==> src/sv/rgbhsl_pkg.sv <==
`timescale 1ns / 1ps

package rgbhsl_pkg;

    localparam int CHANNEL_BITS = 8;
    localparam int HUE_BITS     = 16;
    localparam int SAT_BITS     = 16;

    typedef enum logic [1:0] {
        SEC_RED,
        SEC_GREEN,
        SEC_BLUE
    } t_sector;

endpackage

==> src/sv/rgbhsl_div.sv <==
`timescale 1ns / 1ps

module rgbhsl_div #(
    parameter int DW = 11,
    parameter int QW = 16
) (
    input  logic          i_clk,
    input  logic [QW-1:0] i_en,
    input  logic [DW-1:0] i_rem,
    input  logic [QW-1:0] i_low,
    input  logic [DW-1:0] i_div,
    output logic [QW-1:0] o_quo
);

    logic [DW-1:0] r_rem [QW];
    logic [DW-1:0] r_div [QW];
    logic [QW-1:0] r_low [QW];
    logic [QW-1:0] r_quo [QW];

    for (genvar j = 0; j < QW; j++) begin : g_step
        logic [DW-1:0] w_prem;
        logic [DW-1:0] w_pdiv;
        logic [QW-1:0] w_plow;
        logic [QW-1:0] w_pquo;
        logic [DW:0]   w_try;
        logic [DW:0]   w_sub;
        logic [DW-1:0] n_rem;
        logic [QW-1:0] n_low;
        logic [QW-1:0] n_quo;

        if (j == 0) begin : g_first
            assign w_prem = i_rem;
            assign w_pdiv = i_div;
            assign w_plow = i_low;
            assign w_pquo = '0;
        end else begin : g_next
            assign w_prem = r_rem[j-1];
            assign w_pdiv = r_div[j-1];
            assign w_plow = r_low[j-1];
            assign w_pquo = r_quo[j-1];
        end

        always_comb begin
            w_try = {w_prem, w_plow[QW-1]};
            w_sub = w_try - {1'b0, w_pdiv};
            n_low = {w_plow[QW-2:0], 1'b0};
            if (w_try >= {1'b0, w_pdiv}) begin
                n_rem = w_sub[DW-1:0];
                n_quo = {w_pquo[QW-2:0], 1'b1};
            end else begin
                n_rem = w_try[DW-1:0];
                n_quo = {w_pquo[QW-2:0], 1'b0};
            end
        end

        always_ff @(posedge i_clk) begin
            if (i_en[j]) begin
                r_rem[j] <= n_rem;
                r_div[j] <= w_pdiv;
                r_low[j] <= n_low;
                r_quo[j] <= n_quo;
            end
        end
    end

    assign o_quo = r_quo[QW-1];

endmodule

==> src/sv/rgb_to_hsl_converter.sv <==
`timescale 1ns / 1ps

// RGB to HSL pixel converter. Takes one pixel per clock while the output side takes words and
// returns hue (2^HUE_BITS is one full turn), saturation (65535 is fully saturated) and
// lightness (max + min channel). Every word passes through three stages of extremum, sector
// and offset logic followed by a restoring divider that resolves one quotient bit per stage.
// A new word is accepted every cycle while the output side takes words; empty stages close
// up under a stall. A grey pixel gives hue 0, and black or white gives saturation 0.

module rgb_to_hsl_converter #(
    parameter int CHANNEL_BITS = rgbhsl_pkg::CHANNEL_BITS,
    parameter int HUE_BITS     = rgbhsl_pkg::HUE_BITS,
    localparam int IN_W  = ((3 * CHANNEL_BITS) + 7) / 8 * 8,
    localparam int OUT_W = ((HUE_BITS + rgbhsl_pkg::SAT_BITS + CHANNEL_BITS + 1) + 7) / 8 * 8
) (
    input  logic             i_clk,
    input  logic             i_rst_n,
    input  logic             s_axis_tvalid,
    output logic             s_axis_tready,
    // red, green, blue
    input  logic [IN_W-1:0]  s_axis_tdata,
    output logic             m_axis_tvalid,
    input  logic             m_axis_tready,
    // hue, saturation, lightness
    output logic [OUT_W-1:0] m_axis_tdata
);

    localparam int CB   = CHANNEL_BITS;
    localparam int SB   = rgbhsl_pkg::SAT_BITS;
    localparam int QW   = (HUE_BITS > SB) ? HUE_BITS : SB;
    localparam int DWH  = CB + 3;
    localparam int DWS  = CB;
    localparam int NS   = 3 + QW;
    localparam logic [CB:0] TWO_FULL = {{CB{1'b1}}, 1'b0};

    logic [NS-1:0] r_vld;
    logic [NS-1:0] w_en;
    logic [NS-1:0] w_vin;

    for (genvar k = 0; k < NS; k++) begin : g_en
        assign w_en[k] = m_axis_tready || !(&r_vld[NS-1:k]);
        if (k == 0) begin : g_v0
            assign w_vin[k] = s_axis_tvalid;
        end else begin : g_vk
            assign w_vin[k] = r_vld[k-1];
        end
    end

    always_ff @(posedge i_clk) begin
        if (!i_rst_n) begin
            r_vld <= '0;
        end else begin
            for (int k = 0; k < NS; k++) begin
                if (w_en[k]) begin
                    r_vld[k] <= w_vin[k];
                end
            end
        end
    end

    assign s_axis_tready = w_en[0];
    assign m_axis_tvalid = r_vld[NS-1];

    // Stage 1: extremes, sector, channel difference
    logic [CB-1:0] w_r, w_g, w_b;
    logic [CB-1:0] n1_mx, n1_mn;
    logic [CB:0]   n1_dif;
    rgbhsl_pkg::t_sector n1_sec;
    logic [CB-1:0] r1_mx, r1_mn;
    logic [CB:0]   r1_dif;
    rgbhsl_pkg::t_sector r1_sec;

    assign w_r = s_axis_tdata[CB-1:0];
    assign w_g = s_axis_tdata[2*CB-1:CB];
    assign w_b = s_axis_tdata[3*CB-1:2*CB];

    always_comb begin
        n1_mx = w_r;
        n1_mn = w_r;
        if (w_g > n1_mx) n1_mx = w_g;
        if (w_b > n1_mx) n1_mx = w_b;
        if (w_g < n1_mn) n1_mn = w_g;
        if (w_b < n1_mn) n1_mn = w_b;
        if (w_r >= w_g && w_r >= w_b) begin
            n1_sec = rgbhsl_pkg::SEC_RED;
            n1_dif = {1'b0, w_g} - {1'b0, w_b};
        end else if (w_g >= w_b) begin
            n1_sec = rgbhsl_pkg::SEC_GREEN;
            n1_dif = {1'b0, w_b} - {1'b0, w_r};
        end else begin
            n1_sec = rgbhsl_pkg::SEC_BLUE;
            n1_dif = {1'b0, w_r} - {1'b0, w_g};
        end
    end

    always_ff @(posedge i_clk) begin
        if (w_en[0]) begin
            r1_mx  <= n1_mx;
            r1_mn  <= n1_mn;
            r1_dif <= n1_dif;
            r1_sec <= n1_sec;
        end
    end

    // Stage 2: chroma, sum, raw sector offset
    logic [CB-1:0] n2_c;
    logic [CB:0]   n2_sum;
    logic [CB+3:0] n2_base;
    logic [CB+3:0] n2_nraw;
    logic [CB-1:0] r2_c;
    logic [CB:0]   r2_sum;
    logic [CB+3:0] r2_nraw;

    always_comb begin
        n2_c   = r1_mx - r1_mn;
        n2_sum = {1'b0, r1_mx} + {1'b0, r1_mn};
        case (r1_sec)
            rgbhsl_pkg::SEC_GREEN: n2_base = (CB+4)'({n2_c, 1'b0});
            rgbhsl_pkg::SEC_BLUE:  n2_base = (CB+4)'({n2_c, 2'b00});
            default:               n2_base = '0;
        endcase
        n2_nraw = n2_base + {{3{r1_dif[CB]}}, r1_dif};
    end

    always_ff @(posedge i_clk) begin
        if (w_en[1]) begin
            r2_c    <= n2_c;
            r2_sum  <= n2_sum;
            r2_nraw <= n2_nraw;
        end
    end

    // Stage 3: wrap offset, divisors, saturation numerator
    logic [CB+3:0]  n3_c6;
    logic [CB+3:0]  n3_nw;
    logic [CB:0]    n3_oth;
    logic [CB:0]    n3_sd;
    logic [DWH-1:0] r3_n;
    logic [DWH-1:0] r3_d6;
    logic [DWS-1:0] r3_sd;
    logic [CB+15:0] r3_x;
    logic [CB:0]    r3_sum;
    logic           r3_hz;
    logic           r3_sz;

    always_comb begin
        n3_c6  = (CB+4)'({r2_c, 2'b00}) + (CB+4)'({r2_c, 1'b0});
        n3_nw  = r2_nraw[CB+3] ? (r2_nraw + n3_c6) : r2_nraw;
        n3_oth = TWO_FULL - r2_sum;
        n3_sd  = (r2_sum < n3_oth) ? r2_sum : n3_oth;
    end

    always_ff @(posedge i_clk) begin
        if (w_en[2]) begin
            r3_n   <= n3_nw[DWH-1:0];
            r3_d6  <= n3_c6[DWH-1:0];
            r3_sd  <= n3_sd[DWS-1:0];
            r3_x   <= {r2_c, {SB{1'b0}}} - (CB+16)'(r2_c);
            r3_sum <= r2_sum;
            r3_hz  <= (r2_c == '0);
            r3_sz  <= (n3_sd == '0);
        end
    end

    // Divider stages
    logic [DWH+QW-1:0] w_hnum;
    logic [DWS+QW-1:0] w_snum;
    logic [QW-1:0]     w_hquo;
    logic [QW-1:0]     w_squo;

    assign w_hnum = (DWH+QW)'({r3_n, {HUE_BITS{1'b0}}});
    assign w_snum = (DWS+QW)'(r3_x);

    rgbhsl_div #(
        .DW (DWH),
        .QW (QW)
    ) u_hue_div (
        .i_clk (i_clk),
        .i_en  (w_en[NS-1:3]),
        .i_rem (w_hnum[DWH+QW-1:QW]),
        .i_low (w_hnum[QW-1:0]),
        .i_div (r3_d6),
        .o_quo (w_hquo)
    );

    rgbhsl_div #(
        .DW (DWS),
        .QW (QW)
    ) u_sat_div (
        .i_clk (i_clk),
        .i_en  (w_en[NS-1:3]),
        .i_rem (w_snum[DWS+QW-1:QW]),
        .i_low (w_snum[QW-1:0]),
        .i_div (r3_sd),
        .o_quo (w_squo)
    );

    logic [CB:0] r_lit [QW];
    logic        r_hz  [QW];
    logic        r_sz  [QW];

    always_ff @(posedge i_clk) begin
        for (int j = 0; j < QW; j++) begin
            if (w_en[3+j]) begin
                if (j == 0) begin
                    r_lit[j] <= r3_sum;
                    r_hz[j]  <= r3_hz;
                    r_sz[j]  <= r3_sz;
                end else begin
                    r_lit[j] <= r_lit[j-1];
                    r_hz[j]  <= r_hz[j-1];
                    r_sz[j]  <= r_sz[j-1];
                end
            end
        end
    end

    logic [HUE_BITS-1:0] w_hue;
    logic [SB-1:0]       w_sat;

    assign w_hue = r_hz[QW-1] ? '0 : w_hquo[HUE_BITS-1:0];
    assign w_sat = r_sz[QW-1] ? '0 : w_squo[SB-1:0];
    assign m_axis_tdata = OUT_W'({r_lit[QW-1], w_sat, w_hue});

    a_ready_when_empty: assert property (@(posedge i_clk) disable iff (!i_rst_n)
        !m_axis_tvalid |-> s_axis_tready)
        else $error("input not ready while output stage is empty");

    a_black_white_grey: assert property (@(posedge i_clk) disable iff (!i_rst_n)
        (m_axis_tvalid && r_sz[QW-1]) |-> r_hz[QW-1])
        else $error("zero saturation divisor with nonzero chroma");

    a_black_white_lit: assert property (@(posedge i_clk) disable iff (!i_rst_n)
        (m_axis_tvalid && r_sz[QW-1]) |-> (r_lit[QW-1] == '0 || r_lit[QW-1] == TWO_FULL))
        else $error("zero saturation divisor with mid lightness");

    a_lit_range: assert property (@(posedge i_clk) disable iff (!i_rst_n)
        m_axis_tvalid |-> (r_lit[QW-1] <= TWO_FULL))
        else $error("lightness out of range");

endmodule

==> config.mk <==
export PLATFORM = sky130hd
export DESIGN_NAME = rgb_to_hsl_converter
export DESIGN_NICKNAME = d
export VERILOG_FILES = /design/src/sv/rgbhsl_pkg.sv /design/src/sv/rgbhsl_div.sv /design/src/sv/rgb_to_hsl_converter.sv
export SDC_FILE = /design/constraint.sdc
export NUM_CORES = 2
export LEC_CHECK = 0
export BUFFER_PORTS_ARGS = -buffer_cell sky130_fd_sc_hd__buf_2
export CAP_MARGIN = 15
export CELL_PAD_IN_SITES_DETAIL_PLACEMENT = 0
export CELL_PAD_IN_SITES_GLOBAL_PLACEMENT = 1
export CORE_ASPECT_RATIO = 0.9
export CORE_MARGIN = 3
export CORE_UTILIZATION = 45
export CTS_CLUSTER_SIZE = 20
export DETAILED_ROUTE_END_ITERATION = 10
export PLACE_DENSITY = 0.68
export SYNTH_ARGS = -nofsm -noshare
export SYNTH_HDL_FRONTEND = slang
export SYNTH_SLANG_ARGS = --single-unit
==> constraint.sdc <==
create_clock -name i_clk -period 7.5 [get_ports i_clk]
set_input_delay 0.75 -clock i_clk [delete_from_list [all_inputs] [get_ports i_clk]]
set_output_delay 0.75 -clock i_clk [all_outputs]
set_load 0.02 [all_outputs]
Yosys cells after proc, flatten, opt, wreduce, memory -nomap -nowiden --
Memories as Yosys holds them, arrays and structs flattened. Cells that the tools add are included.
Word-level totals: flip-flop bits (word level) 140, RAM bits 1776, output and inout bits 50, memories kept 11, word-level logic and storage cells 295, input port bits 28
Cells by class: reduce and logical (&&, ||, !) cells 59, $lt $le $gt $ge 40, add/subtract/negate cells 42, equal/unequal tests 2, multiplexer cells 108
Memories:
- u_hue_div.r_quo | words 16, width 16, read ports 16, clocked after Yosys merged registers in 0, write ports 16, RTL line rgbhsl_div.sv:18 | logic [QW-1:0] r_quo [QW];
- u_sat_div.r_quo | words 16, width 16, read ports 16, clocked after Yosys merged registers in 0, write ports 16, RTL line rgbhsl_div.sv:18
- u_hue_div.r_low | words 16, width 15, read ports 15, clocked after Yosys merged registers in 0, write ports 16, RTL line rgbhsl_div.sv:17 | logic [QW-1:0] r_low [QW];
- u_sat_div.r_low | words 16, width 15, read ports 15, clocked after Yosys merged registers in 0, write ports 16, RTL line rgbhsl_div.sv:17
- u_hue_div.r_div | words 16, width 11, read ports 15, clocked after Yosys merged registers in 0, write ports 16, RTL line rgbhsl_div.sv:16 | logic [DW-1:0] r_div [QW];
- u_hue_div.r_rem | words 16, width 11, read ports 15, clocked after Yosys merged registers in 0, write ports 16, RTL line rgbhsl_div.sv:15 | logic [DW-1:0] r_rem [QW];
- +5 memories
Operators by type and width (count):
- $ge A12 B11 Y1 | 16
- $mux W11 | 17
- $sub A11 B11 Y11 | 16
- $mux W8 | 20
- $ge A9 B8 Y1 | 16
- $sub A8 B8 Y8 | 17
- $mux W1 | 64
- $mux W16 | 2
- $mux W9 | 3
- $sub A8 B8 Y9 | 3
- $ge A8 B8 Y1 | 3
- $sub A24 B8 Y24 | 1
- $pmux W10 S2 | 1
- $logic_not A1 Y1 | 19
- $logic_or A1 B1 Y1 | 19
- $reduce_and A19 Y1 | 1
- $reduce_and A18 Y1 | 1
- $reduce_and A17 Y1 | 1
- $gt A8 B8 Y1 | 2
- $lt A8 B8 Y1 | 2
- $reduce_and A16 Y1 | 1
- $reduce_and A15 Y1 | 1
- $reduce_and A14 Y1 | 1
- $reduce_and A13 Y1 | 1
- 23 further kinds | 23

Longest topological paths before layout --
depth after elaboration 5, gate-level depth with buffers 18, gate-level depth less buffers 17

By module --
From an unflattened synthesis, not the netlist that was laid out.
Second synthesis, totals: cell total of the unflattened synthesis 4485, area, all modules 64364.2 sq um
Modules (own cells, without submodules):
- rgbhsl_div at u_hue_div | sequential area each 17596.9 sq um, cells each 1995, area an instance 27845.5 sq um, times used 1
- rgbhsl_div at u_sat_div | sequential area each 14894.3 sq um, cells each 1437, area an instance 22037.4 sq um, times used 1
- rgb_to_hsl_converter | sequential area each 9088.7 sq um, cells each 1053, area an instance 14481.4 sq um, times used 1

Least setup slack after synthesis --
No wires, ideal clock.
path kind input -> register, start point in m_axis_tready, end point mem r_hz[2][0], in the netlist r_hz[0][2], enable pin, arrival 4.630 ns, path buffers 0, slack 1.914 ns, stages on the path 6, setup time 0.956 ns, data required time 6.544 ns, cells stage by stage nor2b_2 > inv_2 > nor3_2 > nand2_2 > nor2_1 > nand4_1
RTL lines:
- start, declared | RTL line rgb_to_hsl_converter.sv:23 | input logic m_axis_tready,
- end, declared | RTL line rgb_to_hsl_converter.sv:199 | logic r_hz [QW];

Final worst setup path --
start point in s_axis_tdata[12], end point reg r1_mn[5] (data pin)
On the way: longest elaborated chain between the ends 4
Ends and longest elaborated chain:
- start, declared | RTL line rgb_to_hsl_converter.sv:21 | input logic [IN_W-1:0] s_axis_tdata,
- $lt A8 B8 Y1 | RTL line rgb_to_hsl_converter.sv:82 | if (w_g < n1_mn) n1_mn = w_g;
- $mux W8 * | RTL line rgb_to_hsl_converter.sv:82
- $lt A8 B8 Y1 | RTL line rgb_to_hsl_converter.sv:83 | if (w_b < n1_mn) n1_mn = w_b;
- $mux W8 * | RTL line rgb_to_hsl_converter.sv:83
- named net n1_mn[5] | RTL line rgb_to_hsl_converter.sv:66 | logic [CB-1:0] n1_mx, n1_mn;
- end signal, assigned | RTL line rgb_to_hsl_converter.sv:99 | r1_mn <= n1_mn;
- end, declared | RTL line rgb_to_hsl_converter.sv:69 | logic [CB-1:0] r1_mx, r1_mn;
Mark *: on every way through the listed nets, which the timed path passes. The rest lies on a longest branch. A chain may end at the register's enable or synchronous reset.

==> flow_results.xml <==
<?xml version="1.0" encoding="UTF-8"?>
<metrics>
  <group name="outcome">
    <metric name="result_of_the_run" unit="">finished clean</metric>
  </group>
  <group name="global_routing">
    <metric name="antenna_found_initial" unit="">0</metric>
    <metric name="vias_in_the_first_global_route" unit="">30277</metric>
    <metric name="grt_max_degree" unit="">71</metric>
    <metric name="track_usage" unit="%">14.63</metric>
    <metric name="overflow" unit="">0</metric>
    <metric name="global_route_wire_length_before_repair" unit="mm">152.6</metric>
  </group>
  <group name="yosys">
    <metric name="async_reset_ff_share" unit="%">0</metric>
    <metric name="syn_area" unit="mm2">0.05563</metric>
    <metric name="syn-mean-instance-area" unit="um2">13.84</metric>
    <metric name="synth_cells" unit="">4020</metric>
    <metric name="synth_ff_type" unit="">edfxtp_1</metric>
    <metric name="unique_cell_type_count_in_the_yosys_netlist" unit="">78</metric>
    <metric name="synth.yosys.warnings" unit="">0</metric>
    <metric name="yosys_reg_bits" unit="">1179</metric>
    <metric name="synth-edff-count" unit="">1160</metric>
    <metric name="yosysSeqAreaShare" unit="%">63.30</metric>
  </group>
  <group name="routing">
    <metric name="route.antenna.remaining_nets" unit="">0</metric>
    <metric name="drt-wirelength-per-cell" unit="um">15.70</metric>
    <metric name="detail_route.wirelength.met1" unit="mm">40.98</metric>
    <metric name="topRoutingLayerUsed" unit="">met4</metric>
    <metric name="firstDrtPassIters" unit="">5</metric>
    <metric name="drt_first_iter_violations" unit="">1376</metric>
    <metric name="routed-wl-met3" unit="mm">2.804</metric>
    <metric name="number_of_vias_per_cell" unit="">5.026</metric>
    <metric name="detail_route.drc_violations" unit="">0</metric>
    <metric name="via_count" unit="">29646</metric>
    <metric name="totalWireLength" unit="mm">92.57</metric>
    <metric name="route.met2.wl" unit="mm">46.16</metric>
  </group>
  <group name="clock_tree">
    <metric name="htreeDepth" unit="">3</metric>
    <metric name="tritoncts" unit="">yes</metric>
    <metric name="cts.path.max_buffers" unit="">3</metric>
    <metric name="clock_insertion_delay_worst_skew" unit="ns">0.73</metric>
    <metric name="postCtsResizedCells" unit="">0</metric>
    <metric name="cts_hold_buffers" unit="">0</metric>
    <metric name="path_clk_slew" unit="ns">0.06</metric>
    <metric name="cts_sink_count" unit="">1179</metric>
    <metric name="post-cts-setup-buffer-count" unit="">0</metric>
    <metric name="root_buffer_selected_by_cts" unit="">clkbuf_16</metric>
    <metric name="number_of_buffers_created_by_cts" unit="">120</metric>
  </group>
  <group name="cells_and_area">
    <metric name="mostFrequentLayoutCells" unit="">edfxtp_1 (1,160), inv_1 (472), ha_1 (385), nor2_1 (251), a21oi_1 (164)</metric>
    <metric name="seq_area" unit="mm2">0.03521</metric>
    <metric name="layout.filler_cells" unit="">10349</metric>
    <metric name="num_antenna_cells" unit="">0</metric>
    <metric name="layout.cells.most_common" unit="">edfxtp_1</metric>
    <metric name="multi_input_comb_area" unit="mm2">0.01843</metric>
    <metric name="area.growth.synth_to_final" unit="%">11.44</metric>
    <metric name="final_nets" unit="">4648</metric>
    <metric name="layout-drive-gt1-share" unit="%">12.12</metric>
  </group>
  <group name="timing">
    <metric name="final.setup_skew" unit="ns">0.02461</metric>
    <metric name="finalSetupTns" unit="ns">0</metric>
    <metric name="grt_setup_unrepaired" unit="">false</metric>
    <metric name="finalHoldViolCount" unit="">0</metric>
    <metric name="slew_headroom" unit="%">36.19</metric>
    <metric name="maxSlewViolCount" unit="">0</metric>
    <metric name="final.period_utilization" unit="%">56.36</metric>
    <metric name="worst_pin_slew" unit="ns">0.9571</metric>
    <metric name="clock.fmax" unit="GHz">0.2366</metric>
    <metric name="min_period" unit="ns">4.227</metric>
    <metric name="setup_viol" unit="">0</metric>
  </group>
  <group name="worst_setup_path">
    <metric name="critical_path.startpoint_type" unit="">input pin</metric>
    <metric name="endpoint_kind" unit="">flop</metric>
    <metric name="critical_path_required" unit="ns">8.05</metric>
    <metric name="cp_max_fo" unit="">26</metric>
    <metric name="critical_path_class" unit="">in2reg</metric>
    <metric name="r2r.worst_path.cells" unit="">16</metric>
    <metric name="worst-endpoint-arrival" unit="ns">4.77</metric>
  </group>
  <group name="floorplanning">
    <metric name="initial_utilization" unit="%">45.64</metric>
    <metric name="core_area" unit="mm2">0.1219</metric>
    <metric name="chipWidth" unit="um">376.6</metric>
    <metric name="die_y" unit="um">339.5</metric>
    <metric name="std_cell_rows" unit="">121</metric>
    <metric name="io-pin-count" unit="">78</metric>
    <metric name="fp.dieArea" unit="mm2">0.1279</metric>
  </group>
  <group name="placed_design">
    <metric name="hpwlAfterDp" unit="mm">67.49</metric>
    <metric name="placement.io_buffers" unit="">70</metric>
    <metric name="routabilityCongestion" unit="">0.8407</metric>
  </group>
  <group name="flow_run">
    <metric name="maxCapViolCount" unit="">0</metric>
  </group>
  <group name="worst_hold_path">
    <metric name="min-delay-path-class" unit="">in2reg</metric>
    <metric name="timing.hold.worst_path_depth" unit="">3</metric>
  </group>
</metrics>
==> worst paths after layout <==
| path | from | end | slack [ns] |
|---|---|---|---|
| max | s_axis_tdata[12] | r1_mn[5]$_DFFE_PP_ | 3.27 |
| min | s_axis_tvalid | r_vld[0]$_SDFFE_PN0P_ | 0.28 |
| max reg2reg | r1_mx[0]$_DFFE_PP_ | r2_nraw[10]$_DFFE_PP_ | 3.74 |
| min reg2reg | r_hz[1][1]$_DFFE_PP_ | r_hz[1][2]$_DFFE_PP_ | 0.40 |
==> area by class of cell <==
cell class / count / area share (%)
inverter: 480 / 2.906
timing repair buffer: 90 / 0.8073
clock buffer: 142 / 5.060
clock inverter: 82 / 1.461
sequential: 1179 / 56.80
tap: 1599 / 3.227
multi-input combinational: 2326 / 29.73
==> flip-flops by register name, summed over array words and instances (netlist names), 8 cells and up <==
name	count
r3_n	11
r2_c	8
r3_x	21
u_hue_div.r_quo	136
u_hue_div.r_div	124
u_hue_div.r_rem	150
r2_nraw	12
u_sat_div.r_rem	120
r3_sum	8
r3_sd	8
r3_d6	9
r2_sum	8
r_vld	19
r1_mn	8
r_sz	16
u_sat_div.r_div	105
u_sat_div.r_low	114
u_sat_div.r_quo	136
r1_dif	9
r_lit	129
r1_mx	8
r_hz	16
==> cells by family after synthesis <==
family	share of synthesized area [%]
xor+xnor	3.212
other cells	0.006741
buf+inv	3.657
simple gates	6.611
mux	4.685
fa+ha+maj	10.03
flops	63.30
compound gates	8.498
==> stage by stage <==
step | area [um2] | hold slack [ns] | std cells | setup slack (ns) | utilization, %
after floorplan | 55650 | 0.4003 | 4026 | 1.914 | -
after global placement | 57950 | 0.4007 | 5674 | 2.657 | 47.55
after detailed placement | 57950 | 0.4045 | 5674 | 2.567 | 47.55
after CTS | 61990 | 0.1984 | 5898 | 3.158 | 50.86
after global routing | 61990 | 0.2404 | 5898 | 2.955 | 50.86
final | 61990 | 0.2762 | 5898 | 3.273 | 50.86
==> cell usage after synthesis, drive strengths merged (25+ instances only) <==
master  count  area share, %
xor2       41           0.65
nor2b     102            1.2
mux2i      77            1.4
buf        25           0.31
ha        385            8.7
fa         38            1.4
o21a       67           0.90
nor2      263            1.9
a21o       55           0.74
o31ai      32           0.46
o21ai     179            1.6
a21oi     176            1.7
nand4      70           0.79
xnor2     163            2.6
a211oi     34           0.46
nor3       33           0.31
inv       480            3.2
mux2      163            3.3
nand2b     56           0.63
a31oi      28           0.34
nand2     111           0.75
edfxtp   1160             63
a21boi     62           0.84
or2        29           0.33
==> routing by layer <==
metal,up-vias,GRT usage (%)
met1,14114,18.29
met5,-,0
met2,338,25.71
li1,15035,-
met3,159,2.446
met4,0,4.871
==> worst max-delay path, stage by stage <==
cell and delay (ns):
buf_2 0.13, inv_1 0.06, ha_1 0.41, o211ai_1 0.14
a21oi_2 0.16, nor2_1 0.13, o21ai_4 0.59, and2_0 0.42
a21oi_1 0.17, ha_1 0.32, a21o_1 0.16, a21oi_1 0.14
inv_1 0.05, a21oi_1 0.24, nand2_1 0.15, o31ai_4 0.45
mux2i_1 0.29
Power is not shown: default switching activity piles up to over one toggle a cycle in this logic, so the estimate is an artifact.
